[src/hdl/b32d_pkg.sv]
package b32d_pkg;

   // character classes after the alphabet lookup
   typedef enum logic [1:0] {
      KIND_SKIP    = 2'd0,
      KIND_SYMBOL  = 2'd1,
      KIND_INVALID = 2'd2
   } kind_type;

   // completion status reported with the last character of a text
   typedef enum logic [1:0] {
      STATUS_BUSY     = 2'd0,
      STATUS_OK       = 2'd1,
      STATUS_BAD_CHAR = 2'd2,
      STATUS_FRAGMENT = 2'd3
   } status_type;

   localparam int unsigned SYM_BITS  = 5;
   localparam int unsigned BYTE_BITS = 8;
   localparam int unsigned CNT_BITS  = 3;
   // at most seven bits wait between items
   localparam int unsigned BUF_BITS  = BYTE_BITS - 1;
   localparam int unsigned WIDE_BITS = BUF_BITS + SYM_BITS;

   localparam logic [CNT_BITS:0]   SYM_STEP      = 4'd5;
   localparam logic [CNT_BITS-1:0] FRAG_MIN_BITS = 3'd5;

   localparam logic [7:0] CHAR_DASH     = 8'h2d;
   localparam logic [7:0] CHAR_UNDER    = 8'h5f;
   localparam logic [7:0] CHAR_SPACE    = 8'h20;
   localparam logic [7:0] CHAR_LOWER_A  = 8'h61;
   localparam logic [7:0] CHAR_LOWER_Z  = 8'h7a;
   localparam logic [7:0] CASE_BIT      = 8'h20;
   localparam logic [7:0] CHAR_0        = 8'h30;
   localparam logic [7:0] CHAR_9        = 8'h39;
   localparam logic [7:0] CHAR_A        = 8'h41;
   localparam logic [7:0] CHAR_H        = 8'h48;
   localparam logic [7:0] CHAR_J        = 8'h4a;
   localparam logic [7:0] CHAR_K        = 8'h4b;
   localparam logic [7:0] CHAR_M        = 8'h4d;
   localparam logic [7:0] CHAR_N        = 8'h4e;
   localparam logic [7:0] CHAR_P        = 8'h50;
   localparam logic [7:0] CHAR_T        = 8'h54;
   localparam logic [7:0] CHAR_V        = 8'h56;
   localparam logic [7:0] CHAR_Z        = 8'h5a;

   // symbol value of the first letter of each run of the alphabet
   localparam logic [7:0] VAL_A = 8'd10;
   localparam logic [7:0] VAL_J = 8'd18;
   localparam logic [7:0] VAL_M = 8'd20;
   localparam logic [7:0] VAL_P = 8'd22;
   localparam logic [7:0] VAL_V = 8'd27;

   typedef struct packed {
      kind_type            kind;
      logic [SYM_BITS-1:0] value;
      logic                final_flag;
   } sym_type;

   typedef struct packed {
      logic                 byte_ready;
      logic [BYTE_BITS-1:0] data_byte;
      logic                 text_done;
      status_type           status;
   } result_type;

   function automatic sym_type classify_char(logic [7:0] ch, logic fin);
      sym_type    s;
      logic [7:0] up;
      s.kind       = KIND_INVALID;
      s.value      = '0;
      s.final_flag = fin;
      up           = ch;
      if (ch inside {[CHAR_LOWER_A:CHAR_LOWER_Z]}) begin
         up = ch & ~CASE_BIT;
      end
      if (ch == CHAR_DASH || ch == CHAR_UNDER || ch == CHAR_SPACE) begin
         s.kind = KIND_SKIP;
      end else begin
         case (up) inside
            [CHAR_0:CHAR_9]: begin
               s.kind  = KIND_SYMBOL;
               s.value = SYM_BITS'(up - CHAR_0);
            end
            [CHAR_A:CHAR_H]: begin
               s.kind  = KIND_SYMBOL;
               s.value = SYM_BITS'(up - CHAR_A + VAL_A);
            end
            [CHAR_J:CHAR_K]: begin
               s.kind  = KIND_SYMBOL;
               s.value = SYM_BITS'(up - CHAR_J + VAL_J);
            end
            [CHAR_M:CHAR_N]: begin
               s.kind  = KIND_SYMBOL;
               s.value = SYM_BITS'(up - CHAR_M + VAL_M);
            end
            [CHAR_P:CHAR_T]: begin
               s.kind  = KIND_SYMBOL;
               s.value = SYM_BITS'(up - CHAR_P + VAL_P);
            end
            [CHAR_V:CHAR_Z]: begin
               s.kind  = KIND_SYMBOL;
               s.value = SYM_BITS'(up - CHAR_V + VAL_V);
            end
            default: begin
               s.kind = KIND_INVALID;
            end
         endcase
      end
      return s;
   endfunction

endpackage

[src/hdl/b32d_classify.sv]
module b32d_classify import b32d_pkg::*; (
   input  logic       clock,
   input  logic       reset,
   input  logic       in_valid,
   output logic       in_ready,
   input  logic [7:0] in_character,
   input  logic       in_final,
   output logic       out_valid,
   input  logic       out_ready,
   output sym_type    out_sym
);

   logic    valid_ff;
   logic    valid_in;
   sym_type sym_ff;

   // stage holds one classified item, refills as it drains
   assign in_ready  = !valid_ff || out_ready;
   assign valid_in  = in_ready ? in_valid : valid_ff;
   assign out_valid = valid_ff;
   assign out_sym   = sym_ff;

   always_ff @(posedge clock) begin
      if (reset) begin
         valid_ff <= 1'b0;
      end else begin
         valid_ff <= valid_in;
      end
   end

   always_ff @(posedge clock) begin
      if (in_valid && in_ready) begin
         sym_ff <= classify_char(in_character, in_final);
      end
   end

endmodule

[src/hdl/b32d_unpack.sv]
module b32d_unpack import b32d_pkg::*; (
   input  logic       clock,
   input  logic       reset,
   input  logic       in_valid,
   output logic       in_ready,
   input  sym_type    in_sym,
   output logic       out_valid,
   input  logic       out_ready,
   output result_type out_result
);

   logic                 valid_ff;
   logic                 valid_in;
   logic [BUF_BITS-1:0]  buf_ff;
   logic [BUF_BITS-1:0]  buf_in;
   logic [CNT_BITS-1:0]  cnt_ff;
   logic [CNT_BITS-1:0]  cnt_in;
   logic                 err_ff;
   logic                 err_in;
   result_type           result_ff;
   result_type           result_in;

   logic                 advance;
   logic                 err_now;
   logic                 shift;
   logic                 emit;
   logic [WIDE_BITS-1:0] wide;
   logic [CNT_BITS:0]    cnt_sum;
   logic [CNT_BITS-1:0]  cnt_next;
   logic [BUF_BITS-1:0]  keep_mask;
   logic [BUF_BITS-1:0]  buf_next;

   assign in_ready   = !valid_ff || out_ready;
   assign advance    = in_valid && in_ready;
   assign out_valid  = valid_ff;
   assign out_result = result_ff;

   always_comb begin
      err_now   = err_ff || (in_sym.kind == KIND_INVALID);
      shift     = (in_sym.kind == KIND_SYMBOL) && !err_ff;
      wide      = {buf_ff, in_sym.value};
      cnt_sum   = {1'b0, cnt_ff} + SYM_STEP;
      emit      = shift && cnt_sum[CNT_BITS];
      // low bits of the sum are the count left over, with or without a byte out
      cnt_next  = shift ? cnt_sum[CNT_BITS-1:0] : cnt_ff;
      keep_mask = (BUF_BITS'(1) << cnt_sum[CNT_BITS-1:0]) - BUF_BITS'(1);
      if (!shift) begin
         buf_next = buf_ff;
      end else if (emit) begin
         buf_next = wide[BUF_BITS-1:0] & keep_mask;
      end else begin
         buf_next = wide[BUF_BITS-1:0];
      end

      result_in.byte_ready = emit;
      result_in.data_byte  = emit ? BYTE_BITS'(wide >> cnt_sum[CNT_BITS-1:0]) : '0;
      result_in.text_done  = in_sym.final_flag;
      if (!in_sym.final_flag) begin
         result_in.status = STATUS_BUSY;
      end else if (err_now) begin
         result_in.status = STATUS_BAD_CHAR;
      end else if (cnt_next >= FRAG_MIN_BITS) begin
         result_in.status = STATUS_FRAGMENT;
      end else begin
         result_in.status = STATUS_OK;
      end

      // last character clears the text state
      if (!advance) begin
         buf_in = buf_ff;
         cnt_in = cnt_ff;
         err_in = err_ff;
      end else if (in_sym.final_flag) begin
         buf_in = '0;
         cnt_in = '0;
         err_in = 1'b0;
      end else begin
         buf_in = buf_next;
         cnt_in = cnt_next;
         err_in = err_now;
      end

      valid_in = in_ready ? in_valid : valid_ff;
   end

   always_ff @(posedge clock) begin
      if (reset) begin
         valid_ff <= 1'b0;
         buf_ff   <= '0;
         cnt_ff   <= '0;
         err_ff   <= 1'b0;
      end else begin
         valid_ff <= valid_in;
         buf_ff   <= buf_in;
         cnt_ff   <= cnt_in;
         err_ff   <= err_in;
      end
   end

   always_ff @(posedge clock) begin
      if (advance) begin
         result_ff <= result_in;
      end
   end

endmodule

[src/hdl/base32_serial_decoder.sv]
// an accepted item is registered in the classify stage and then in the unpack stage before its result is valid
// throughput: one item per cycle, set by the classify stage and the unpack
//   stage each taking an item per cycle while the result side keeps taking
// back-pressure stalls both stages, which can hold two items between them
// reset (synchronous, active high) empties both stages and clears the bit
//   buffer, bit count and error flag
module base32_serial_decoder import b32d_pkg::*; (
   input  logic       clock,
   input  logic       reset,
   input  logic       req_valid,
   output logic       req_ready,
   input  logic [7:0] req_character,
   input  logic       req_final_char,
   output logic       rsp_valid,
   input  logic       rsp_ready,
   output logic       rsp_byte_ready,
   output logic [7:0] rsp_data_byte,
   output logic       rsp_text_done,
   output logic [1:0] rsp_status
);

   // stage boundary between lookup and unpack
   logic       sym_valid;
   logic       sym_ready;
   sym_type    sym;
   result_type result;

   // stage 1: skip / symbol / invalid lookup with lower-case folding
   b32d_classify u_classify (
      .clock        (clock),
      .reset        (reset),
      .in_valid     (req_valid),
      .in_ready     (req_ready),
      .in_character (req_character),
      .in_final     (req_final_char),
      .out_valid    (sym_valid),
      .out_ready    (sym_ready),
      .out_sym      (sym)
   );

   // stage 2: five-bit shift into the bit buffer, byte out at eight bits,
   // error tracking and end-of-text status
   b32d_unpack u_unpack (
      .clock      (clock),
      .reset      (reset),
      .in_valid   (sym_valid),
      .in_ready   (sym_ready),
      .in_sym     (sym),
      .out_valid  (rsp_valid),
      .out_ready  (rsp_ready),
      .out_result (result)
   );

   // result item fields
   assign rsp_byte_ready = result.byte_ready;
   assign rsp_data_byte  = result.data_byte;
   assign rsp_text_done  = result.text_done;
   assign rsp_status     = result.status;

endmodule

[config.mk]
export PLATFORM = sky130hd
export DESIGN_NAME = base32_serial_decoder
export DESIGN_NICKNAME = d
export VERILOG_FILES = /design/src/hdl/b32d_pkg.sv /design/src/hdl/b32d_classify.sv /design/src/hdl/b32d_unpack.sv /design/src/hdl/base32_serial_decoder.sv
export SDC_FILE = /design/constraint.sdc
export NUM_CORES = 1
export LEC_CHECK = 0
export BUFFER_PORTS_ARGS = -buffer_cell sky130_fd_sc_hd__buf_2
export CELL_PAD_IN_SITES_DETAIL_PLACEMENT = 1
export CELL_PAD_IN_SITES_GLOBAL_PLACEMENT = 1
export CORE_MARGIN = 2
export CORE_UTILIZATION = 51
export CTS_BUF_LIST = sky130_fd_sc_hd__clkbuf_8
export DETAILED_ROUTE_END_ITERATION = 10
export PLACE_DENSITY = 0.88
export SYNTH_ARGS = -nofsm -noshare
export SYNTH_HDL_FRONTEND = slang
export SYNTH_SLANG_ARGS = --single-unit
[constraint.sdc]
create_clock -name clock -period 4.9 [get_ports clock]
set_input_delay 0.735 -clock clock [delete_from_list [all_inputs] [get_ports clock]]
set_output_delay 0.735 -clock clock [all_outputs]
set_load 0.03 [all_outputs]
* Word level (Yosys, flattened, before mapping) *
Index checks and enable logic that the tools add are counted.

word-level totals
  memory bits (read-only) = 0
  bits in writable memories = 0
  memories kept = 0
  register bits = 33
  logic and storage cells = 96
  latch bits = 0

cells by class
  add/sub/neg operators = 13
  magnitude comparators = 15
  bitwise gates (word level) = 2
  $mul = 0
  eq/ne operators = 5
  shift-type cells = 2
  multiplexer cells = 22
  reductions and logical operators = 23
  div/mod/pow operators = 0

operators by type and width
  kind                                                                                 number
  8-bit by 7-bit greater-or-equal comparator with 1-bit output, second input constant  6
  8-bit by 7-bit less-or-equal comparator with 1-bit output, second input constant     6
  5-bit 2-to-1 mux                                                                     6
  7-bit 2-to-1 mux                                                                     3
  5-bit adder, second input constant                                                   4
  8-bit by 6-bit equality test with 1-bit output, second input constant                2
  5-bit subtractor, second input constant                                              3
  12-bit by 3-bit >> shifter with 8-bit output                                         1
  1-bit logical AND                                                                    11
  5-bit by 4-bit subtractor with 5-bit output, second input constant                   2
  8-bit by 7-bit equality test with 1-bit output, second input constant                1
  8-bit by 6-bit greater-or-equal comparator with 1-bit output, second input constant  1
  8-bit by 6-bit less-or-equal comparator with 1-bit output, second input constant     1
  8-bit 2-to-1 mux                                                                     1
  7-bit bitwise AND                                                                    1
  1-bit by 3-bit left shift with 7-bit output, first input constant                    1
  7-bit by 2-bit subtractor with 7-bit output, second input constant                   1
  1-bit 2-to-1 mux                                                                     6
  2-bit 2-to-1 mux                                                                     3
  3-bit 2-to-1 mux                                                                     2
  6-bit 2-to-1 mux                                                                     1
  6-bit OR reduction                                                                   1
  5-bit by 4-bit adder with 5-bit output, second input constant                        1
  1-bit logical OR                                                                     5
  10 further kinds                                                                     12

* Depth between registers and ports, before layout *
  depth in word-level cells = 13
  gate-level depth with buffers = 10
  gate-level depth less buffers = 9

* Hierarchy *
From an unflattened synthesis, not the netlist that was laid out.

unflattened totals
  cells, all modules = 308
  area total of the unflattened synthesis = 2836.5 um2

by module, submodules not included
  module         area each (um2)  cells an instance  instances  sequential area each (um2)
  b32d_unpack    1552.7           148                1          600.6
  b32d_classify  1283.7           160                1          260.2

* Least setup slack after synthesis *
OpenSTA, ideal clock, no wires.

  path type = input to register
  start = in req_character[1]
  end = reg u_classify.sym_ff, in the netlist u_classify.out_sym[5], data pin
  stages = 9
  path buffers = 0
  library setup time = 0.255 ns
  arrival time = 2.437 ns
  slack = 2.208 ns
  path through = inv_1 -> ha_1 -> nor4b_4 -> nand2_2 -> o2111ai_2 -> o2bb2ai_2 -> o31ai_1 -> a211o_1 -> a31o_1

between the ends
  longest elaborated chain between the ends = 12
  elaborated cells on any way between the ends = 45
  classes of those cells = add/sub: 11; order compare: 14; eq/ne: 3; mux: 8; reduce/logical: 9

ends and longest elaborated chain
  item                                                                                                                                                                    line                         source
  start, declared                                                                                                                                                         base32_serial_decoder.sv:12  input logic [7:0] req_character,
  8-bit by 7-bit greater-or-equal comparator with 1-bit output / 8-bit by 7-bit less-or-equal comparator with 1-bit output (equally long branches)                        b32d_pkg.sv:74               if (ch inside {[CHAR_LOWER_A:CHAR_LOWER_Z]}) begin
  1-bit logical AND                                                                                                                                                       b32d_pkg.sv:74
  6-bit 2-to-1 mux                                                                                                                                                        b32d_pkg.sv:74
  8-bit 2-to-1 mux                                                                                                                                                        b32d_classify.sv:32          if (in_valid && in_ready) begin
  8-bit by 7-bit greater-or-equal comparator with 1-bit output (not written as such) / 8-bit by 7-bit less-or-equal comparator with 1-bit output (equally long branches)  b32d_classify.sv:33          sym_ff <= classify_char(in_character, in_final);
  1-bit logical AND (not written as such)                                                                                                                                 b32d_classify.sv:33
  5-bit 2-to-1 mux (6 in series)                                                                                                                                          b32d_pkg.sv:80               case (up) inside
  end signal, assigned                                                                                                                                                    b32d_classify.sv:33
  end, declared                                                                                                                                                           b32d_classify.sv:15          sym_type sym_ff;

Several ways; a longest one is shown, not always the timed one. The select of a mux whose other input is x is not followed.
A chain may end at the register's enable or synchronous reset.

* Worst setup path after layout *
Same ends and word-level chain as after synthesis.

==> qor.yml <==
outcome: "finished clean"
grt_max_degree: 22
hold_path.class: "register to register"
start_util_pct: 52.96
nFillCells: 600
dr.first_iter.drc_count: 147
whs_ns: 0.5191
num_antenna_cells: 0
worst_r2r_startpoint: "u_unpack.cnt_ff[1]"
vdd_ir_drop_max_mv: 0.1090
clkSinkCount: 33
drv_slew: 0
path_max_fanout: 11
path_class: "primary input to register"
grt_overflow: 0
startpoint_type: "primary input"
syn_nets: 326
routabilityCongestion: 0.8785
dp_hpwl_um: 5667
nets: 345
synth_ff_type: "edfxtp_1"
power.total_uw: 645.3
place_area_um2: 2856
vias_per_cell: 6.385
tightest_slew_ns: 1.113
post-place-ws_ns: 1.560
clock_latency_ns: 0.28
rows: 26
r2r_slack_ns: 1.93
swShare_pct: 29.68
clockRootBuffer: "clkbuf_8"
ant_nets: 0
path_cells: "buf_2, inv_1, ha_1, nor4b_4, nand2_1, a211o_1, nand4_1, nor2_1, a211o_1, a31o_1"
clk_pin_slew_worst_paths_ns: 0.06
fmax_mhz: 322.7
ys_ff_latch: 33
critical_path.startpoint: "req_character[1]"
ioPinCount: 27
grt_setup_unrepaired: "false"
rr_worst_depth: 8
holdPathStages: 2
layout.area.seq_um2: 860.8
numPortBuffers: 26
ys_types: 63
slew_headroom_pct: 25.54
dieArea_um2: 5903
pwr-share-comb_pct: 21.4
cp_common_cell: "a211o_1"
cpMaxStageDelayCell: "ha_1"
async_flop_share_pct: 0
final_common_cell: "nor2_1"
layout_common_cells: "nor2_1 (31), nand2_1 (28), buf_2 (26)"
cts_buffers: 5
p_int_uw: 453.8
grt_pass1_vias: 2478
fin_crit_sh_pct: 63.25
track_usage_pct: 26.22
crit_path_end: "u_classify.out_sym[5]"
cp-end-kind: "register"
setup_slack_ns: 1.801
worstPathArrival_ns: 3.14
setup_viol: 0
avgRoutedWirePerCell_um: 19.64
drt_first_pass_iters: 4
vias: 2452
htreeDepth: 2
pwr_density_cell_nw_per_um2: 220.0
grt_pass1_wl_um: 12550
slowest_delay_ns: 0.36
synth_area_per_cell_um2: 9.170
p_clk_share_pct: 29.0
holdBufCountCts: 0
fin_crit_ns: 3.099
p_leak_nw: 1.053
yosysSeqAreaShare_pct: 31.82
core_region_area_um2: 5107
cts_tree: "built"
finalWirelength_um: 7541
hold_violations: 0
synthCells: 295
die_w_um: 76.83
postCtsResizedCells: 0
drc: 0
skew_ns: 0.005125
antenna_found_initial: 0
critPathRequiredTime_ns: 4.94
area_delta_synth_final_pct: 8.418
yosysWarnings: 0
design_area_um2: 2933
multi_input_area_um2: 1722
worstReg2RegEnd: "u_unpack.buf_ff[4]"
net-switching-power_uw: 191.6
pwr-share-seq_pct: 49.6
postCtsSetupBuffers: 0
synth_area_um2: 2705
final.setup.tns_ns: 0
clock_path_buffers: 2
maxCapViolations: 0
drive_above_1_share_pct: 16.88
fp.dieH_um: 76.83
synth-edff-count: 20
==> logic make-up after synthesis <==
group                      share of synthesized area (%)
AOI/OAI and AO/OA                                  23.50
buffers and inverters                              4.533
muxes                                              8.187
DFF                                                31.82
and+or+nand+nor                                    20.40
adders and majority gates                          8.326
xor gates and xnor gates                           3.238
==> cell usage after synthesis (all sizes together) (2+ instances only) <==
cell,n,share of area (%)
ha,18,8.3
o31a,2,0.65
mux2i,3,1.1
inv,13,1.8
and2,4,0.92
a211oi,4,1.1
o21a,2,0.55
nand2,29,4.1
buf,5,1.3
a31o,3,0.97
a22oi,3,0.83
nor2,31,4.3
o31ai,3,0.83
nor4b,2,1.4
edfxtp,20,22
a2bb2oi,2,0.88
xor2,3,0.97
o22ai,2,0.46
a32oi,4,1.3
xnor2,7,2.3
a211o,3,0.97
a311oi,2,0.65
and2b,2,0.65
a221oi,4,1.9
o211ai,4,1.1
nand4,4,0.92
o2111ai,2,1.1
nor3,10,1.9
dfxtp,13,9.6
o2bb2ai,2,0.88
o21ai,14,2.6
clkbuf,10,1.4
mux4,8,6.7
a21oi,20,3.7
nor2b,3,0.69
nand4b,2,0.65
a31oi,4,0.92
nand2b,3,0.69
nand3b,2,0.55
nand3,11,2.0
==> metal layers <==
layer,share of wire (%),global-route usage (%),vias to the layer above
met5,0,0,-
met4,3.9,13.09,0
met3,4.2,3.765,23
met2,51,45.88,78
met1,41,31.29,1200
li1,-,-,1151
==> worst min path at each step <==
stage / start / endpoint / slack (ns)
finish: u_unpack.buf_ff[3] / u_unpack.buf_ff[3] / 0.52
global placement: u_unpack.buf_ff[2] / u_unpack.buf_ff[2] / 0.50
detailed placement: u_unpack.buf_ff[3] / u_unpack.buf_ff[3] / 0.51
CTS: u_unpack.buf_ff[3] / u_unpack.buf_ff[3] / 0.52
global route: u_unpack.buf_ff[2] / u_unpack.buf_ff[2] / 0.57
floorplan: u_classify.out_sym[0] / u_unpack.out_result[2] / 0.42
==> state kept, by name, summed over array words and instances, names as in the netlist <==
name                  flops
u_classify.out_sym        8
u_classify.out_valid      1
u_unpack.buf_ff           7
u_unpack.cnt_ff           3
u_unpack.err_ff           1
u_unpack.out_result      12
u_unpack.out_valid        1
==> worst max-delay path, delay by kind of cell <==
family | cells | cell delay [ns]
buffers and inverters | 2 | 0.37
adder cells (fa/ha/maj) | 1 | 0.36
AND/OR/NAND/NOR | 4 | 0.87
AO/OA/AOI/OAI | 3 | 0.80
==> power by group through the flow <==
| stage | sequential (mW) | combinational, mW | clock, mW |
|---|---|---|---|
| final | 0.320 | 0.138 | 0.187 |
| after global routing | 0.321 | 0.151 | 0.203 |
| after CTS | 0.319 | 0.137 | 0.191 |
| after detailed placement | 0.325 | 0.136 | 0 |
| after global placement | 0.324 | 0.132 | 0 |
| after floorplan | 0.329 | 0.0930 | 0 |
==> layout make-up <==
cell class | count | area share, %
Clock buffer | 5 | 2.346
Tap cell | 70 | 2.986
Multi-Input combinational cell | 234 | 58.70
Clock inverter | 2 | 0.2560
Inverter | 13 | 1.664
Sequential cell | 33 | 29.35
Timing Repair Buffer | 27 | 4.693
==> stage by stage <==
stage               util (%)  std cells
floorplan                  -        295
global placement       55.93        377
detailed placement     55.93        377
CTS                    57.42        384
global route           57.42        384
finish                 57.42        384
No activity file was read; power rests on OpenSTA's default activity.
